===== config.mk =====
export PLATFORM = sky130hd
export DESIGN_NAME = i2c_master_transaction_engine
export DESIGN_NICKNAME = d
export VERILOG_FILES = /design/src/rtl/core/i2cm_pkg.sv /design/src/rtl/core/i2cm_front.sv /design/src/rtl/core/i2cm_seq.sv /design/src/rtl/core/i2cm_outq.sv /design/src/rtl/core/i2c_master_transaction_engine.sv
export SDC_FILE = /design/constraint.sdc
export NUM_CORES = 1
export LEC_CHECK = 0
export ABC_AREA = 0
export BUFFER_PORTS_ARGS = -buffer_cell sky130_fd_sc_hd__buf_2
export CAP_MARGIN = 20
export CORE_MARGIN = 5
export CORE_UTILIZATION = 56
export DETAILED_ROUTE_END_ITERATION = 8
export HOLD_SLACK_MARGIN = 0.02
export PLACE_DENSITY = 0.8
export SLEW_MARGIN = 20
export SYNTH_ARGS = -nofsm -noshare
export SYNTH_HDL_FRONTEND = slang
export SYNTH_SLANG_ARGS = --single-unit

===== constraint.sdc =====
create_clock -name clk -period 5.7 [get_ports clk]
set_input_delay 0.285 -clock clk [delete_from_list [all_inputs] [get_ports clk]]
set_output_delay 0.285 -clock clk [all_outputs]
set_load 0.02 [all_outputs]

===== src/rtl/core/i2cm_pkg.sv =====
// ----------------------------------------------------------------------------
// i2cm_pkg
// Shared types and constants of the i2c master transaction engine.
// ----------------------------------------------------------------------------
package i2cm_pkg;

    // input kind codes
    localparam logic [1:0] KIND_TICK     = 2'd0;
    localparam logic [1:0] KIND_START_WR = 2'd1;
    localparam logic [1:0] KIND_START_RD = 2'd2;
    localparam logic [1:0] KIND_DATA     = 2'd3;

    // configuration register indexes
    localparam int unsigned CFG_INDEX_W = 2;
    localparam int unsigned CFG_DATA_W  = 16;
    localparam logic [CFG_INDEX_W-1:0] REG_PHASE_TICKS     = 2'd0;
    localparam logic [CFG_INDEX_W-1:0] REG_STOP_WAIT_TICKS = 2'd1;
    localparam logic [CFG_INDEX_W-1:0] REG_ACK_POLL_LIMIT  = 2'd2;

    // configuration reset values
    localparam logic [7:0]  PHASE_TICKS_RST     = 8'd4;
    localparam logic [15:0] STOP_WAIT_TICKS_RST = 16'd1000;
    localparam logic [7:0]  ACK_POLL_LIMIT_RST  = 8'd255;

    // saturation point of the ack poll counter
    localparam logic [7:0] ACK_POLLS_MAX = 8'hFF;

    typedef enum logic [1:0] {
        CMD_TICK  = 2'd0,
        CMD_START = 2'd1,
        CMD_DATA  = 2'd2
    } cmd_t;

    typedef struct packed {
        logic [1:0] kind;
        logic [6:0] slave_address;
        logic [7:0] register_address;
        logic [7:0] byte_count;
        logic [7:0] data_byte;
        logic       sda_sample;
    } req_t;

    typedef struct packed {
        logic       scl_level;
        logic       sda_level;
        logic       busy_res;
        logic       need_data;
        logic       read_valid;
        logic [7:0] read_byte;
        logic       done_res;
        logic       error;
    } rsp_t;

    // classified word handed from front to back
    typedef struct packed {
        cmd_t       cmd;
        logic       is_read;
        logic [6:0] slave_address;
        logic [7:0] register_address;
        logic [7:0] byte_count;
        logic [7:0] data_byte;
        logic       sda_sample;
    } cmd_word_t;

    typedef struct packed {
        logic      valid;
        cmd_word_t word;
    } cmd_chan_t;

endpackage


===== src/rtl/core/i2cm_front.sv =====
// ----------------------------------------------------------------------------
// i2cm_front
// Accepts request words, classifies them and holds up to two for the sequencer.
// ----------------------------------------------------------------------------
module i2cm_front (
    input  logic              clk,
    input  logic              rst_n,
    input  logic              push,
    output logic              full,
    input  i2cm_pkg::req_t    req,
    input  logic              deq,
    output i2cm_pkg::cmd_chan_t chan
);
    import i2cm_pkg::*;

    cmd_word_t  head_reg;
    cmd_word_t  spare_reg;
    logic [1:0] cnt_reg;
    logic [1:0] cnt_next;
    cmd_word_t  cls;
    logic       do_push;
    logic       do_pop;

    always_comb
    begin
        cls.slave_address    = req.slave_address;
        cls.register_address = req.register_address;
        cls.byte_count       = req.byte_count;
        cls.data_byte        = req.data_byte;
        cls.sda_sample       = req.sda_sample;
        cls.is_read          = 1'b0;
        case (req.kind)
            KIND_TICK:
            begin
                cls.cmd = CMD_TICK;
            end
            KIND_START_WR:
            begin
                cls.cmd = CMD_START;
            end
            KIND_START_RD:
            begin
                cls.cmd     = CMD_START;
                cls.is_read = 1'b1;
            end
            default:
            begin
                cls.cmd = CMD_DATA;
            end
        endcase
    end

    assign full       = (cnt_reg == 2'd2);
    assign do_push    = push && !full;
    assign do_pop     = deq && (cnt_reg != 2'd0);
    assign chan.valid = (cnt_reg != 2'd0);
    assign chan.word  = head_reg;

    always_comb
    begin
        cnt_next = cnt_reg;
        if (do_push && !do_pop)
        begin
            cnt_next = cnt_reg + 2'd1;
        end
        else if (do_pop && !do_push)
        begin
            cnt_next = cnt_reg - 2'd1;
        end
    end

    always_ff @(posedge clk or negedge rst_n)
    begin
        if (!rst_n)
        begin
            cnt_reg <= 2'd0;
        end
        else
        begin
            cnt_reg <= cnt_next;
        end
    end

    always_ff @(posedge clk)
    begin
        if (do_pop)
        begin
            if (cnt_reg == 2'd2)
            begin
                head_reg <= spare_reg;
                if (do_push)
                begin
                    spare_reg <= cls;
                end
            end
            else if (do_push)
            begin
                head_reg <= cls;
            end
        end
        else if (do_push)
        begin
            if (cnt_reg == 2'd0)
            begin
                head_reg <= cls;
            end
            else
            begin
                spare_reg <= cls;
            end
        end
    end

endmodule


===== src/rtl/core/i2cm_seq.sv =====
// ----------------------------------------------------------------------------
// i2cm_seq
// Bus phase sequencer: one classified word per cycle while the response queue has room, one response word each.
// ----------------------------------------------------------------------------
module i2cm_seq (
    input  logic                                  clk,
    input  logic                                  rst_n,
    input  logic                                  cfg_we,
    input  logic [i2cm_pkg::CFG_INDEX_W-1:0]      cfg_index,
    input  logic [i2cm_pkg::CFG_DATA_W-1:0]       cfg_data,
    input  i2cm_pkg::cmd_chan_t                   chan,
    input  logic                                  out_full,
    output logic                                  fire,
    output i2cm_pkg::rsp_t                        rsp_word
);
    import i2cm_pkg::*;

    typedef enum logic [26:0] {
        ST_IDLE      = 27'h0000001,
        ST_S_A       = 27'h0000002,
        ST_S_B       = 27'h0000004,
        ST_S_C       = 27'h0000008,
        ST_S_D       = 27'h0000010,
        ST_W_BIT     = 27'h0000020,
        ST_W_HI      = 27'h0000040,
        ST_W_LO      = 27'h0000080,
        ST_A_PRE     = 27'h0000100,
        ST_A_REL     = 27'h0000200,
        ST_A_HI      = 27'h0000400,
        ST_A_POLL    = 27'h0000800,
        ST_A_OK      = 27'h0001000,
        ST_A_FAIL    = 27'h0002000,
        ST_DATA_WAIT = 27'h0004000,
        ST_R_PRE     = 27'h0008000,
        ST_R_REL     = 27'h0010000,
        ST_R_LO      = 27'h0020000,
        ST_R_HI      = 27'h0040000,
        ST_R_END     = 27'h0080000,
        ST_P_SET     = 27'h0100000,
        ST_P_HI      = 27'h0200000,
        ST_P_LO      = 27'h0400000,
        ST_T_LOW     = 27'h0800000,
        ST_T_HI      = 27'h1000000,
        ST_T_REL     = 27'h2000000,
        ST_T_WAIT    = 27'h4000000
    } step_t;

    typedef enum logic [1:0] {
        ROLE_ADDR = 2'd0,
        ROLE_SUB  = 2'd1,
        ROLE_DATA = 2'd2
    } role_t;

    // configuration
    logic [7:0]  phase_ticks_reg;
    logic [15:0] stop_wait_ticks_reg;
    logic [7:0]  ack_poll_limit_reg;

    step_t       step_reg,  step_next;
    logic [7:0]  pc_reg,    pc_next;
    logic [2:0]  reps_reg,  reps_next;
    logic [3:0]  bit_reg,   bit_next;
    logic [7:0]  shift_reg, shift_next;
    logic [7:0]  left_reg,  left_next;
    logic [7:0]  polls_reg, polls_next;
    logic [15:0] swc_reg,   swc_next;
    logic        rd_reg,    rd_next;
    logic [6:0]  tgt_reg,   tgt_next;
    logic [7:0]  sub_reg,   sub_next;
    logic        scl_reg,   scl_next;
    logic        sda_reg,   sda_next;
    role_t       role_reg,  role_next;
    logic        fail_reg,  fail_next;

    logic        go;
    step_t       go_step;
    logic        ev_valid;
    logic [7:0]  ev_byte;
    logic        ev_done;
    logic [7:0]  pt_eff;
    logic [7:0]  limit;
    logic [7:0]  pc_dec;
    logic [7:0]  polls_inc;
    logic [15:0] swc_dec;
    cmd_word_t   w;

    assign fire   = chan.valid && !out_full;
    assign w      = chan.word;
    assign pt_eff = (phase_ticks_reg == 8'd0) ? 8'd1 : phase_ticks_reg;
    assign limit  = (ack_poll_limit_reg == 8'd0) ? 8'd1 : ack_poll_limit_reg;
    assign pc_dec = pc_reg - 8'd1;
    assign swc_dec = swc_reg - 16'd1;
    assign polls_inc = (polls_reg != ACK_POLLS_MAX) ? polls_reg + 8'd1 : polls_reg;

    always_comb
    begin
        step_next  = step_reg;
        pc_next    = pc_reg;
        reps_next  = reps_reg;
        bit_next   = bit_reg;
        shift_next = shift_reg;
        left_next  = left_reg;
        polls_next = polls_reg;
        swc_next   = swc_reg;
        rd_next    = rd_reg;
        tgt_next   = tgt_reg;
        sub_next   = sub_reg;
        scl_next   = scl_reg;
        sda_next   = sda_reg;
        role_next  = role_reg;
        fail_next  = fail_reg;
        go         = 1'b0;
        go_step    = ST_IDLE;
        ev_valid   = 1'b0;
        ev_byte    = 8'd0;
        ev_done    = 1'b0;

        if (fire)
        begin
            case (w.cmd)
                CMD_TICK:
                begin
                    case (step_reg)
                        ST_IDLE, ST_DATA_WAIT:
                        begin
                            go = 1'b0;
                        end
                        ST_A_POLL:
                        begin
                            polls_next = polls_inc;
                            if (!w.sda_sample)
                            begin
                                go      = 1'b1;
                                go_step = ST_A_OK;
                            end
                            else if (polls_inc >= limit)
                            begin
                                fail_next = 1'b1;
                                go        = 1'b1;
                                go_step   = ST_A_FAIL;
                            end
                        end
                        ST_T_WAIT:
                        begin
                            swc_next = swc_dec;
                            if (swc_dec == 16'd0)
                            begin
                                step_next = ST_IDLE;
                                ev_done   = 1'b1;
                            end
                        end
                        default:
                        begin
                            pc_next = pc_dec;
                            if (pc_dec == 8'd0)
                            begin
                                if (reps_reg > 3'd1)
                                begin
                                    reps_next = reps_reg - 3'd1;
                                    pc_next   = pt_eff;
                                end
                                else
                                begin
                                    go = 1'b1;
                                    // phase expired: pick the next phase
                                    case (step_reg)
                                        ST_S_A:   go_step = ST_S_B;
                                        ST_S_B:   go_step = ST_S_C;
                                        ST_S_C:   go_step = ST_S_D;
                                        ST_S_D:
                                        begin
                                            shift_next = {tgt_reg, rd_reg};
                                            bit_next   = 4'd0;
                                            role_next  = ROLE_ADDR;
                                            go_step    = ST_W_BIT;
                                        end
                                        ST_W_BIT: go_step = ST_W_HI;
                                        ST_W_HI:  go_step = ST_W_LO;
                                        ST_W_LO:
                                        begin
                                            shift_next = {shift_reg[6:0], 1'b0};
                                            bit_next   = bit_reg + 4'd1;
                                            go_step    = (bit_next >= 4'd8) ? ST_A_PRE : ST_W_BIT;
                                        end
                                        ST_A_PRE: go_step = ST_A_REL;
                                        ST_A_REL: go_step = ST_A_HI;
                                        ST_A_HI:  go_step = ST_A_POLL;
                                        ST_A_OK:
                                        begin
                                            if (role_reg == ROLE_ADDR)
                                            begin
                                                bit_next = 4'd0;
                                                if (rd_reg)
                                                begin
                                                    shift_next = 8'd0;
                                                    go_step    = ST_R_PRE;
                                                end
                                                else
                                                begin
                                                    shift_next = sub_reg;
                                                    role_next  = ROLE_SUB;
                                                    go_step    = ST_W_BIT;
                                                end
                                            end
                                            else if (role_reg == ROLE_SUB)
                                            begin
                                                role_next = ROLE_DATA;
                                                go_step   = ST_DATA_WAIT;
                                            end
                                            else
                                            begin
                                                left_next = left_reg - 8'd1;
                                                go_step   = (left_next == 8'd0) ?
                                                            ST_T_LOW : ST_DATA_WAIT;
                                            end
                                        end
                                        ST_A_FAIL: go_step = ST_T_LOW;
                                        ST_R_PRE:  go_step = ST_R_REL;
                                        ST_R_REL:  go_step = ST_R_LO;
                                        ST_R_LO:   go_step = ST_R_HI;
                                        ST_R_HI:
                                        begin
                                            shift_next = {shift_reg[6:0], w.sda_sample};
                                            bit_next   = bit_reg + 4'd1;
                                            if (bit_next >= 4'd8)
                                            begin
                                                ev_valid  = 1'b1;
                                                ev_byte   = shift_next;
                                                left_next = left_reg - 8'd1;
                                                go_step   = ST_R_END;
                                            end
                                            else
                                            begin
                                                go_step = ST_R_LO;
                                            end
                                        end
                                        ST_R_END: go_step = ST_P_SET;
                                        ST_P_SET: go_step = ST_P_HI;
                                        ST_P_HI:  go_step = ST_P_LO;
                                        ST_P_LO:
                                        begin
                                            if (left_reg == 8'd0)
                                            begin
                                                go_step = ST_T_LOW;
                                            end
                                            else
                                            begin
                                                shift_next = 8'd0;
                                                bit_next   = 4'd0;
                                                go_step    = ST_R_PRE;
                                            end
                                        end
                                        ST_T_LOW: go_step = ST_T_HI;
                                        ST_T_HI:  go_step = ST_T_REL;
                                        ST_T_REL:
                                        begin
                                            if (stop_wait_ticks_reg == 16'd0)
                                            begin
                                                go        = 1'b0;
                                                step_next = ST_IDLE;
                                                ev_done   = 1'b1;
                                            end
                                            else
                                            begin
                                                go_step = ST_T_WAIT;
                                            end
                                        end
                                        default:
                                        begin
                                            go        = 1'b0;
                                            step_next = ST_IDLE;
                                        end
                                    endcase
                                end
                            end
                        end
                    endcase
                end
                CMD_START:
                begin
                    if (step_reg == ST_IDLE)
                    begin
                        fail_next = 1'b0;
                        if (w.byte_count == 8'd0)
                        begin
                            ev_done = 1'b1;
                        end
                        else
                        begin
                            tgt_next  = w.slave_address;
                            sub_next  = w.register_address;
                            left_next = w.byte_count;
                            rd_next   = w.is_read;
                            role_next = ROLE_ADDR;
                            go        = 1'b1;
                            go_step   = ST_S_A;
                        end
                    end
                end
                default:
                begin
                    if (step_reg == ST_DATA_WAIT)
                    begin
                        shift_next = w.data_byte;
                        bit_next   = 4'd0;
                        role_next  = ROLE_DATA;
                        go         = 1'b1;
                        go_step    = ST_W_BIT;
                    end
                end
            endcase
        end

        // phase entry: line changes and delay count of the new phase
        if (go)
        begin
            step_next = go_step;
            reps_next = 3'd1;
            pc_next   = pt_eff;
            case (go_step)
                ST_S_A:       scl_next = 1'b1;
                ST_S_B:       sda_next = 1'b1;
                ST_S_C:       sda_next = 1'b0;
                ST_S_D:
                begin
                    scl_next  = 1'b0;
                    reps_next = 3'd3;
                end
                ST_W_BIT:     sda_next = shift_next[7];
                ST_W_HI:      scl_next = 1'b1;
                ST_W_LO:      scl_next = 1'b0;
                ST_A_REL:     sda_next = 1'b1;
                ST_A_HI:      scl_next = 1'b1;
                ST_A_POLL:
                begin
                    polls_next = 8'd0;
                    reps_next  = 3'd0;
                end
                ST_A_OK:
                begin
                    scl_next  = 1'b0;
                    reps_next = 3'd3;
                end
                ST_A_FAIL:    scl_next = 1'b0;
                ST_DATA_WAIT: reps_next = 3'd0;
                ST_R_PRE:     reps_next = 3'd2;
                ST_R_REL:     sda_next = 1'b1;
                ST_R_LO:      scl_next = 1'b0;
                ST_R_HI:      scl_next = 1'b1;
                ST_R_END:     scl_next = 1'b0;
                // ack all but the last byte
                ST_P_SET:     sda_next = (left_next == 8'd0);
                ST_P_HI:      scl_next = 1'b1;
                ST_P_LO:
                begin
                    scl_next  = 1'b0;
                    reps_next = 3'd4;
                end
                ST_T_LOW:     sda_next = 1'b0;
                ST_T_HI:      scl_next = 1'b1;
                ST_T_REL:     sda_next = 1'b1;
                ST_T_WAIT:
                begin
                    reps_next = 3'd0;
                    swc_next  = stop_wait_ticks_reg;
                end
                default:      reps_next = 3'd1;
            endcase
        end
    end

    always_comb
    begin
        rsp_word.scl_level  = scl_next;
        rsp_word.sda_level  = sda_next;
        rsp_word.busy_res   = (step_next != ST_IDLE);
        rsp_word.need_data  = (step_next == ST_DATA_WAIT);
        rsp_word.read_valid = ev_valid;
        rsp_word.read_byte  = ev_byte;
        rsp_word.done_res   = ev_done;
        rsp_word.error      = ev_done && fail_next;
    end

    always_ff @(posedge clk or negedge rst_n)
    begin
        if (!rst_n)
        begin
            phase_ticks_reg     <= PHASE_TICKS_RST;
            stop_wait_ticks_reg <= STOP_WAIT_TICKS_RST;
            ack_poll_limit_reg  <= ACK_POLL_LIMIT_RST;
        end
        else if (cfg_we)
        begin
            case (cfg_index)
                REG_PHASE_TICKS:     phase_ticks_reg     <= cfg_data[7:0];
                REG_STOP_WAIT_TICKS: stop_wait_ticks_reg <= cfg_data;
                REG_ACK_POLL_LIMIT:  ack_poll_limit_reg  <= cfg_data[7:0];
                default:             phase_ticks_reg     <= phase_ticks_reg;
            endcase
        end
    end

    always_ff @(posedge clk or negedge rst_n)
    begin
        if (!rst_n)
        begin
            step_reg  <= ST_IDLE;
            pc_reg    <= 8'd0;
            reps_reg  <= 3'd0;
            bit_reg   <= 4'd0;
            shift_reg <= 8'd0;
            left_reg  <= 8'd0;
            polls_reg <= 8'd0;
            swc_reg   <= 16'd0;
            rd_reg    <= 1'b0;
            tgt_reg   <= 7'd0;
            sub_reg   <= 8'd0;
            scl_reg   <= 1'b1;
            sda_reg   <= 1'b1;
            role_reg  <= ROLE_ADDR;
            fail_reg  <= 1'b0;
        end
        else
        begin
            step_reg  <= step_next;
            pc_reg    <= pc_next;
            reps_reg  <= reps_next;
            bit_reg   <= bit_next;
            shift_reg <= shift_next;
            left_reg  <= left_next;
            polls_reg <= polls_next;
            swc_reg   <= swc_next;
            rd_reg    <= rd_next;
            tgt_reg   <= tgt_next;
            sub_reg   <= sub_next;
            scl_reg   <= scl_next;
            sda_reg   <= sda_next;
            role_reg  <= role_next;
            fail_reg  <= fail_next;
        end
    end

endmodule


===== src/rtl/core/i2cm_outq.sv =====
// ----------------------------------------------------------------------------
// i2cm_outq
// Two-entry response queue between the sequencer and the result side.
// ----------------------------------------------------------------------------
module i2cm_outq (
    input  logic           clk,
    input  logic           rst_n,
    input  logic           wr,
    input  i2cm_pkg::rsp_t wr_word,
    output logic           out_full,
    output logic           empty,
    input  logic           pop,
    output i2cm_pkg::rsp_t rsp
);
    import i2cm_pkg::*;

    rsp_t       head_reg;
    rsp_t       spare_reg;
    logic [1:0] cnt_reg;
    logic [1:0] cnt_next;
    logic       do_push;
    logic       do_pop;

    assign out_full = (cnt_reg == 2'd2);
    assign empty    = (cnt_reg == 2'd0);
    assign do_push  = wr && !out_full;
    assign do_pop   = pop && !empty;
    assign rsp      = head_reg;

    always_comb
    begin
        cnt_next = cnt_reg;
        if (do_push && !do_pop)
        begin
            cnt_next = cnt_reg + 2'd1;
        end
        else if (do_pop && !do_push)
        begin
            cnt_next = cnt_reg - 2'd1;
        end
    end

    always_ff @(posedge clk or negedge rst_n)
    begin
        if (!rst_n)
        begin
            cnt_reg <= 2'd0;
        end
        else
        begin
            cnt_reg <= cnt_next;
        end
    end

    always_ff @(posedge clk)
    begin
        if (do_pop)
        begin
            if (cnt_reg == 2'd2)
            begin
                head_reg <= spare_reg;
                if (do_push)
                begin
                    spare_reg <= wr_word;
                end
            end
            else if (do_push)
            begin
                head_reg <= wr_word;
            end
        end
        else if (do_push)
        begin
            if (cnt_reg == 2'd0)
            begin
                head_reg <= wr_word;
            end
            else
            begin
                spare_reg <= wr_word;
            end
        end
    end

endmodule


===== src/rtl/core/i2c_master_transaction_engine.sv =====
// path: a request word is registered in the front queue, and its response word in the
// response queue once the sequencer takes it, which waits while the response queue is full
// throughput: one word per cycle while the response queue has room; the sequencer settles
// each word combinationally, and two-entry queues at the front and the back keep both sides moving while one stalls
// reset (rst_n low, asynchronous): queues empty, sequencer idle, both lines released,
// registers back to phase_ticks 4, stop_wait_ticks 1000, ack_poll_limit 255
// ----------------------------------------------------------------------------
// i2c_master_transaction_engine
// I2C master that steps SCL and SDA through bus phases paced by tick words.
// ----------------------------------------------------------------------------
module i2c_master_transaction_engine (
    input  logic                                  clk,
    input  logic                                  rst_n,
    input  logic                                  push,
    output logic                                  full,
    input  i2cm_pkg::req_t                        req,
    output logic                                  empty,
    input  logic                                  pop,
    output i2cm_pkg::rsp_t                        rsp,
    input  logic                                  cfg_we,
    input  logic [i2cm_pkg::CFG_INDEX_W-1:0]      cfg_index,
    input  logic [i2cm_pkg::CFG_DATA_W-1:0]       cfg_data
);
    import i2cm_pkg::*;

    cmd_chan_t chan;
    logic      fire;
    logic      out_full;
    rsp_t      seq_word;

    i2cm_front u_front (
        .clk   (clk),
        .rst_n (rst_n),
        .push  (push),
        .full  (full),
        .req   (req),
        .deq   (fire),
        .chan  (chan)
    );

    i2cm_seq u_seq (
        .clk       (clk),
        .rst_n     (rst_n),
        .cfg_we    (cfg_we),
        .cfg_index (cfg_index),
        .cfg_data  (cfg_data),
        .chan      (chan),
        .out_full  (out_full),
        .fire      (fire),
        .rsp_word  (seq_word)
    );

    i2cm_outq u_outq (
        .clk      (clk),
        .rst_n    (rst_n),
        .wr       (fire),
        .wr_word  (seq_word),
        .out_full (out_full),
        .empty    (empty),
        .pop      (pop),
        .rsp      (rsp)
    );

endmodule


==> run_results.csv, run 1 <==
group,metric,value,unit
drt,wl_per_cell,21.61,um
timing,setup-tns-final,0,ns
yosys,postSynth.asyncResetShare,58.16,%
pwr,switching_share,36.14,%
finish,nNetsFinal,1427,
finish,utilization,63.97,%
yosys,syn-cell-area,13100,um2
drt,drt-pass1-iter-count,8,
pwr,p_int,4.016,mW
timing,drv_slew,0,
place,place_inst,1597,
place,place_area,13600,um2
die,core,23260,um2
timing,setup_viol,0,
die,io_pins,74,
finish,multi_input_area,6092,um2
die,die_area,26550,um2
yosys,syn_inst,1251,
finish,syn_to_final_growth,13.61,%
yosys,yosys.cell_types.count,98,
place,portBuffers,73,
pwr,p_leak,6.226,nW
place,place_hpwl,24970,um
yosys,ys_top_cells_by_area,"dfrtp_1 23%, edfxtp_1 23%, mux2_2 6.3%",
yosys,synth_nets,1331,
yosys,synth-seq-area-share,49.65,%
finish,diodes,0,
setup_path,worstPathArrival,5.13,ns
setup_path,criticalPathCategory,"flip-flop to flip-flop",
drt,totalWireLength,36430,um
finish,drive_above_1_share,19.39,%
die,fp.dieH,162.9,um
drt,viasPerCell,6.353,
yosys,post-synth-top-area-cell,"dfrtp_1",
die,start_util,56.31,%
timing,period_share,82.55,%
finish,n_fill_cell,1815,
yosys,ys_warn_count,0,
timing,finalHoldViolations,0,
pwr,clockPowerShare,26.9,%
timing,maxSlewHeadroom,26.20,%
die,die_w,162.9,um
timing,worst_slew_pin_slew,1.098,ns
die,rows,56,
timing,timing.fmax,212.5,MHz
finish,seq_area,6504,um2
timing,finalClockSkew,0.03133,ns
timing,min_period,4.705,ns
clocking,clkTransAtPathRegs,0.06,ns
clocking,clkSinkCount,239,
finish,final_common_cell,"nand2_1",
yosys,synth-seq-cells,239,
global_route,grt_max_degree,71,
clocking,ctsResizeCount,0,
clocking,clock_latency,0.55,ns
status,status,"completed",
clocking,cts_made_buffers,26,
place,routabilityCongestion,0.9736,
global_route,grtUsageTotal,27.67,%
finish,stdcell_area,14880,um2
clocking,cts_tree,"built",
drt,drc_errors,0,
global_route,grt_antenna_before_repair,0,
clocking,clockBufferDepth,3,
job,cap_violations,0,
global_route,grt_first_pass_wirelength,59110,um
yosys,synth_edf_count,100,
finish,instances_no_fill,1686,
yosys,synth.top_cell.area_share,23.12,%
pwr,power.density,422.6,nW/um2
clocking,cts_setup_buffers,0,
clocking,cts-root-buf,"clkbuf_16",
yosys,avgSynthCellArea,10.47,um2
setup_path,critPathMaxFanout,13,
drt,vias,10710,
drt,drt-initial-drc-count,1138,
timing,rsz0062_at_grt,"false",
setup_path,start_kind,"flip-flop",
pwr,p_comb_share,31.1,%
pwr,power_frac_seq,42.1,%
global_route,grt_pass1_vias,10660,
setup_path,cp.required,6.13,ns
drt,detail-route-antenna-nets,0,
setup_path,endpoint_kind,"flip-flop",
finish,final_cell_mix,"148 x nand2_1, 121 x dfrtp_1, 100 x edfxtp_1, 96 x nor2_1, 73 x mux2_2",
pwr,p_switching,2.273,mW
yosys,ys.flop_type,"dfrtp_1",
min_path,worstHoldPathType,"input port to flip-flop",
clocking,h-tree-depth,1,
clocking,cts_hold_buf,41,
pwr,max-vdd-ir-drop,0.6542,mV
global_route,grt_overflow_total,0,
==> critical path, cell delays in order, from the launching register on <==
cell	delay (ns)
dfrtp_1	0.45
and3_1	0.22
and3_1	0.24
nand3_1	0.24
and2_1	0.26
xor2_1	0.16
ha_1	0.30
o21a_1	0.11
o21ai_0	0.15
a221oi_1	0.13
nor2_1	0.19
nor2_1	0.08
a221oi_1	0.68
nand3_1	0.67
mux2_2	0.47
mux2_2	0.26
==> layer usage <==
| layer | vias up | GRT usage, % | wire length (um) |
|---|---|---|---|
| met4 | 0 | 9.607 | 1339 |
| li1 | 4883 | - | - |
| met3 | 110 | 3.847 | 2378 |
| met2 | 494 | 44.89 | 17430 |
| met1 | 5225 | 38.55 | 15280 |
| met5 | - | 0 | 0 |
==> cell type report <==
cell class | count | share of cell area, %
multi-input cells | 914 | 40.94
flip-flops and latches | 239 | 43.70
clock buffers | 35 | 4.801
inverters | 39 | 0.9837
well taps | 319 | 2.682
repair buffers | 127 | 5.911
clock inverters | 13 | 0.9837
==> final timing paths <==
| check | from | slack (ns) | depth (start not counted) | to |
|---|---|---|---|---|
| min | cfg_data[4] | 0.03 | 2 | u_seq.stop_wait_ticks_reg[4] |
| max | u_seq.polls_reg[3] | 0.99 | 15 | u_seq.pc_reg[6] |
| max reg2reg | u_seq.polls_reg[3] | 0.99 | 15 | u_seq.pc_reg[6] |
| max in group asynchronous | rst_n | 4.03 | 3 | u_seq.phase_ticks_reg[0] |
| min in group asynchronous | rst_n | 0.33 | 2 | u_seq.step_reg[18] |
| min reg2reg | u_front.chan[22] | 0.45 | 2 | u_seq.sub_reg[5] |
==> cell families after synthesis <==
family                     after synthesis  synth area share (%)
and+or+nand+nor                        538                 22.50
DFF                                    239                 49.65
AOI/OAI and AO/OA                      234                 12.05
buffers and inverters                   98                 4.203
muxes                                   77                 6.581
xor gates and xnor gates                42                 2.808
adders and majority gates               23                 2.197
==> metrics by stage <==
stage	power, mW	hold slack (ns)	worst slack [ns]
2_1_floorplan	3.926	-0.01059	1.481
3_3_place_gp	4.492	0.3402	1.226
3_5_place_dp	4.534	0.3444	1.046
4_1_cts	6.259	0.02083	1.012
5_1_grt	6.598	0.03499	0.5483
6_report	6.290	0.02995	0.9946
==> synth_stat cells, types with 21 or more instances <==
cell type and count:
nor4_1 34, nand3_1 30, nor3_1 43, nand2_1 148
a21o_1 21, clkbuf_1 32, nor2_1 98, dfrtp_1 121
a21oi_1 43, xnor2_1 25, inv_1 39, nand4_1 30
o21ai_0 57, edfxtp_1 100, mux2_2 73, ha_1 23
==> power by group through the flow <==
stage          Clock [mW]  Sequential (mW)  Combinational, mW
2_1_floorplan           0             2.59               1.34
3_5_place_dp            0             2.66               1.88
4_1_cts              1.70             2.63               1.92
3_3_place_gp            0             2.65               1.85
5_1_grt              1.80             2.68               2.11
6_report             1.69             2.65               1.95
Note: power is estimated with default switching activity, not from simulation.
==> inputs of run 2 (changes only) <==
clock period = 4.9 ns   (was 5.7 ns; I/O delays follow)
==> run_results.csv, run 2 (synthesis gave the netlist of run 1 again) <==
group,metric,value,unit
pwr,max-vdd-ir-drop,0.6286,mV
global_route,grt_pass1_vias,10830,
finish,syn_to_final_growth,15.03,%
finish,final_cell_mix,"148 x nand2_1, 121 x dfrtp_1, 100 x edfxtp_1, 96 x nor2_1, 73 x mux2_2",
place,place_area,13670,um2
pwr,p_comb_share,30.8,%
setup_path,start_kind,"flip-flop",
clocking,clock_latency,0.54,ns
clocking,cts_tree,"built",
timing,worst_slew_pin_slew,1.028,ns
setup_path,crit_chain,"and3_1 > and3_1 > nand3_1 > and2_1 > xor2_1 > ha_1 > o21a_1 > o21ai_0 > a221oi_1 > nor2_1 > nor2_1 > a221oi_1 > o21a_1 > o21ai_1 > mux2_2",
place,routabilityCongestion,0.9461,
drt,drt-pass1-iter-count,6,
clocking,clockBufferDepth,3,
pwr,p_leak,6.329,nW
timing,period_share,87.76,%
finish,nNetsFinal,1446,
clocking,h-tree-depth,1,
pwr,power_frac_seq,41.6,%
timing,drv_slew,0,
timing,setup-tns-final,0,ns
drt,detail-route-antenna-nets,0,
setup_path,critPathMaxFanout,9,
pwr,switching_share,36.15,%
die,io_pins,74,
min_path,worstHoldPathType,"input port to flip-flop",
place,portBuffers,73,
drt,vias,10850,
setup_path,regToRegStartpoint,"u_seq.polls_reg[3]",
timing,finalHoldViolations,0,
die,start_util,56.31,%
setup_path,path_depth,15,
global_route,grtUsageTotal,28.25,%
timing,timing.fmax,232.5,MHz
finish,final_common_cell,"nand2_1",
drt,wl_per_cell,21.92,um
timing,fin_ws,0.5996,ns
global_route,grt_first_pass_wirelength,60030,um
job,cap_violations,0,
timing,hold_slack,0.1073,ns
die,die_area,26550,um2
setup_path,cpPeakStageDelay,0.72,ns
clocking,clkSinkCount,239,
min_path,whs_path_depth,2,
setup_path,cp.required,5.19,ns
pwr,fin_total_pwr,7.456,mW
die,fp.dieH,162.9,um
finish,diodes,0,
finish,stdcell_area,15070,um2
timing,rsz0062_at_grt,"false",
finish,multi_input_area,6075,um2
setup_path,r2r_cells,15,
finish,drive_above_1_share,20.13,%
pwr,p_switching,2.696,mW
die,die_w,162.9,um
pwr,clockPowerShare,27.6,%
min_path,min_from,"req[33]",
drt,drc_errors,0,
drt,drt-initial-drc-count,1136,
setup_path,endpoint_kind,"flip-flop",
status,status,"completed",
clocking,ctsResizeCount,0,
die,core,23260,um2
pwr,p_int,4.760,mW
setup_path,criticalPathCategory,"flip-flop to flip-flop",
drt,viasPerCell,6.365,
global_route,grt_antenna_before_repair,0,
clocking,cts-root-buf,"clkbuf_16",
finish,utilization,64.77,%
timing,setup_viol,0,
setup_path,worstPathArrival,4.59,ns
die,rows,56,
timing,maxSlewHeadroom,31.30,%
setup_path,slowest_stage,"a221oi_1",
place,pre_cts_ws,0.6723,ns
place,place_hpwl,25440,um
place,place_inst,1608,
setup_path,cp-startpoint,"u_seq.polls_reg[3]",
timing,finalClockSkew,0.01298,ns
clocking,cts_setup_buffers,0,
finish,seq_area,6504,um2
finish,n_fill_cell,1781,
timing,min_period,4.300,ns
global_route,grt_overflow_total,0,
pwr,power.density,494.9,nW/um2
clocking,clkTransAtPathRegs,0.06,ns
global_route,grt_max_degree,91,
setup_path,crit_buf_inv,0,
finish,instances_no_fill,1705,
drt,totalWireLength,37380,um
clocking,cts_made_buffers,26,
setup_path,path_delay_family,"compound AO/OA/AOI/OAI gates",
run 2: cell types whose count changed in the layout (fill, tap and decap cells not counted), sizes merged:
cell / before / now
dlygate4sd3: 41 / 49
buf: 86 / 97
clkbuf: 35 / 31
bufinv: 2 / 3
clkinvlp: 1 / 4
run 2: final timing paths:
path,end,slack (ns)
setup / recovery,u_outq.rsp[12],0.60
hold / removal,u_front.spare_reg[32],0.11
setup reg to reg,u_outq.rsp[12],0.60
hold reg to reg,u_seq.tgt_reg[3],0.45
max in group asynchronous,u_seq.bit_reg[2],3.38
min in group asynchronous,u_seq.step_reg[18],0.34
run 2: timing repair:
action,CTS,global route
endpoints found under the setup margin,0,0
hold endpoints to repair,134,0
hold buffers,49,0
run 2: power groups by stage:
stage	combinational [mW]	clock, mW	sequential [mW]
2_1_floorplan	1.55	0	3.01
5_1_grt	2.49	2.16	3.14
4_1_cts	2.26	2.06	3.07
3_3_place_gp	2.17	0	3.09
6_report	2.30	2.06	3.10
3_5_place_dp	2.21	0	3.10
run 2: area by class of cell:
cell class                 instances  area share, %
tap                              319          2.649
clock inverter                    17          1.254
clock buffer                      31          4.725
sequential                       239          43.17
inverter                          39         0.9716
timing repair buffer             146          6.917
multi-input combinational        914          40.32
run 2: per-layer routing:
layer / vias up / track usage (%) / routed length (um) / share of wire [%]
li1: 4915 / - / - / -
met5: - / 0 / 0 / 0
met2: 520 / 46.70 / 18020 / 48
met1: 5300 / 37.75 / 15030 / 40
met3: 118 / 4.682 / 2849 / 7.6
met4: 0 / 10.56 / 1482 / 4.0
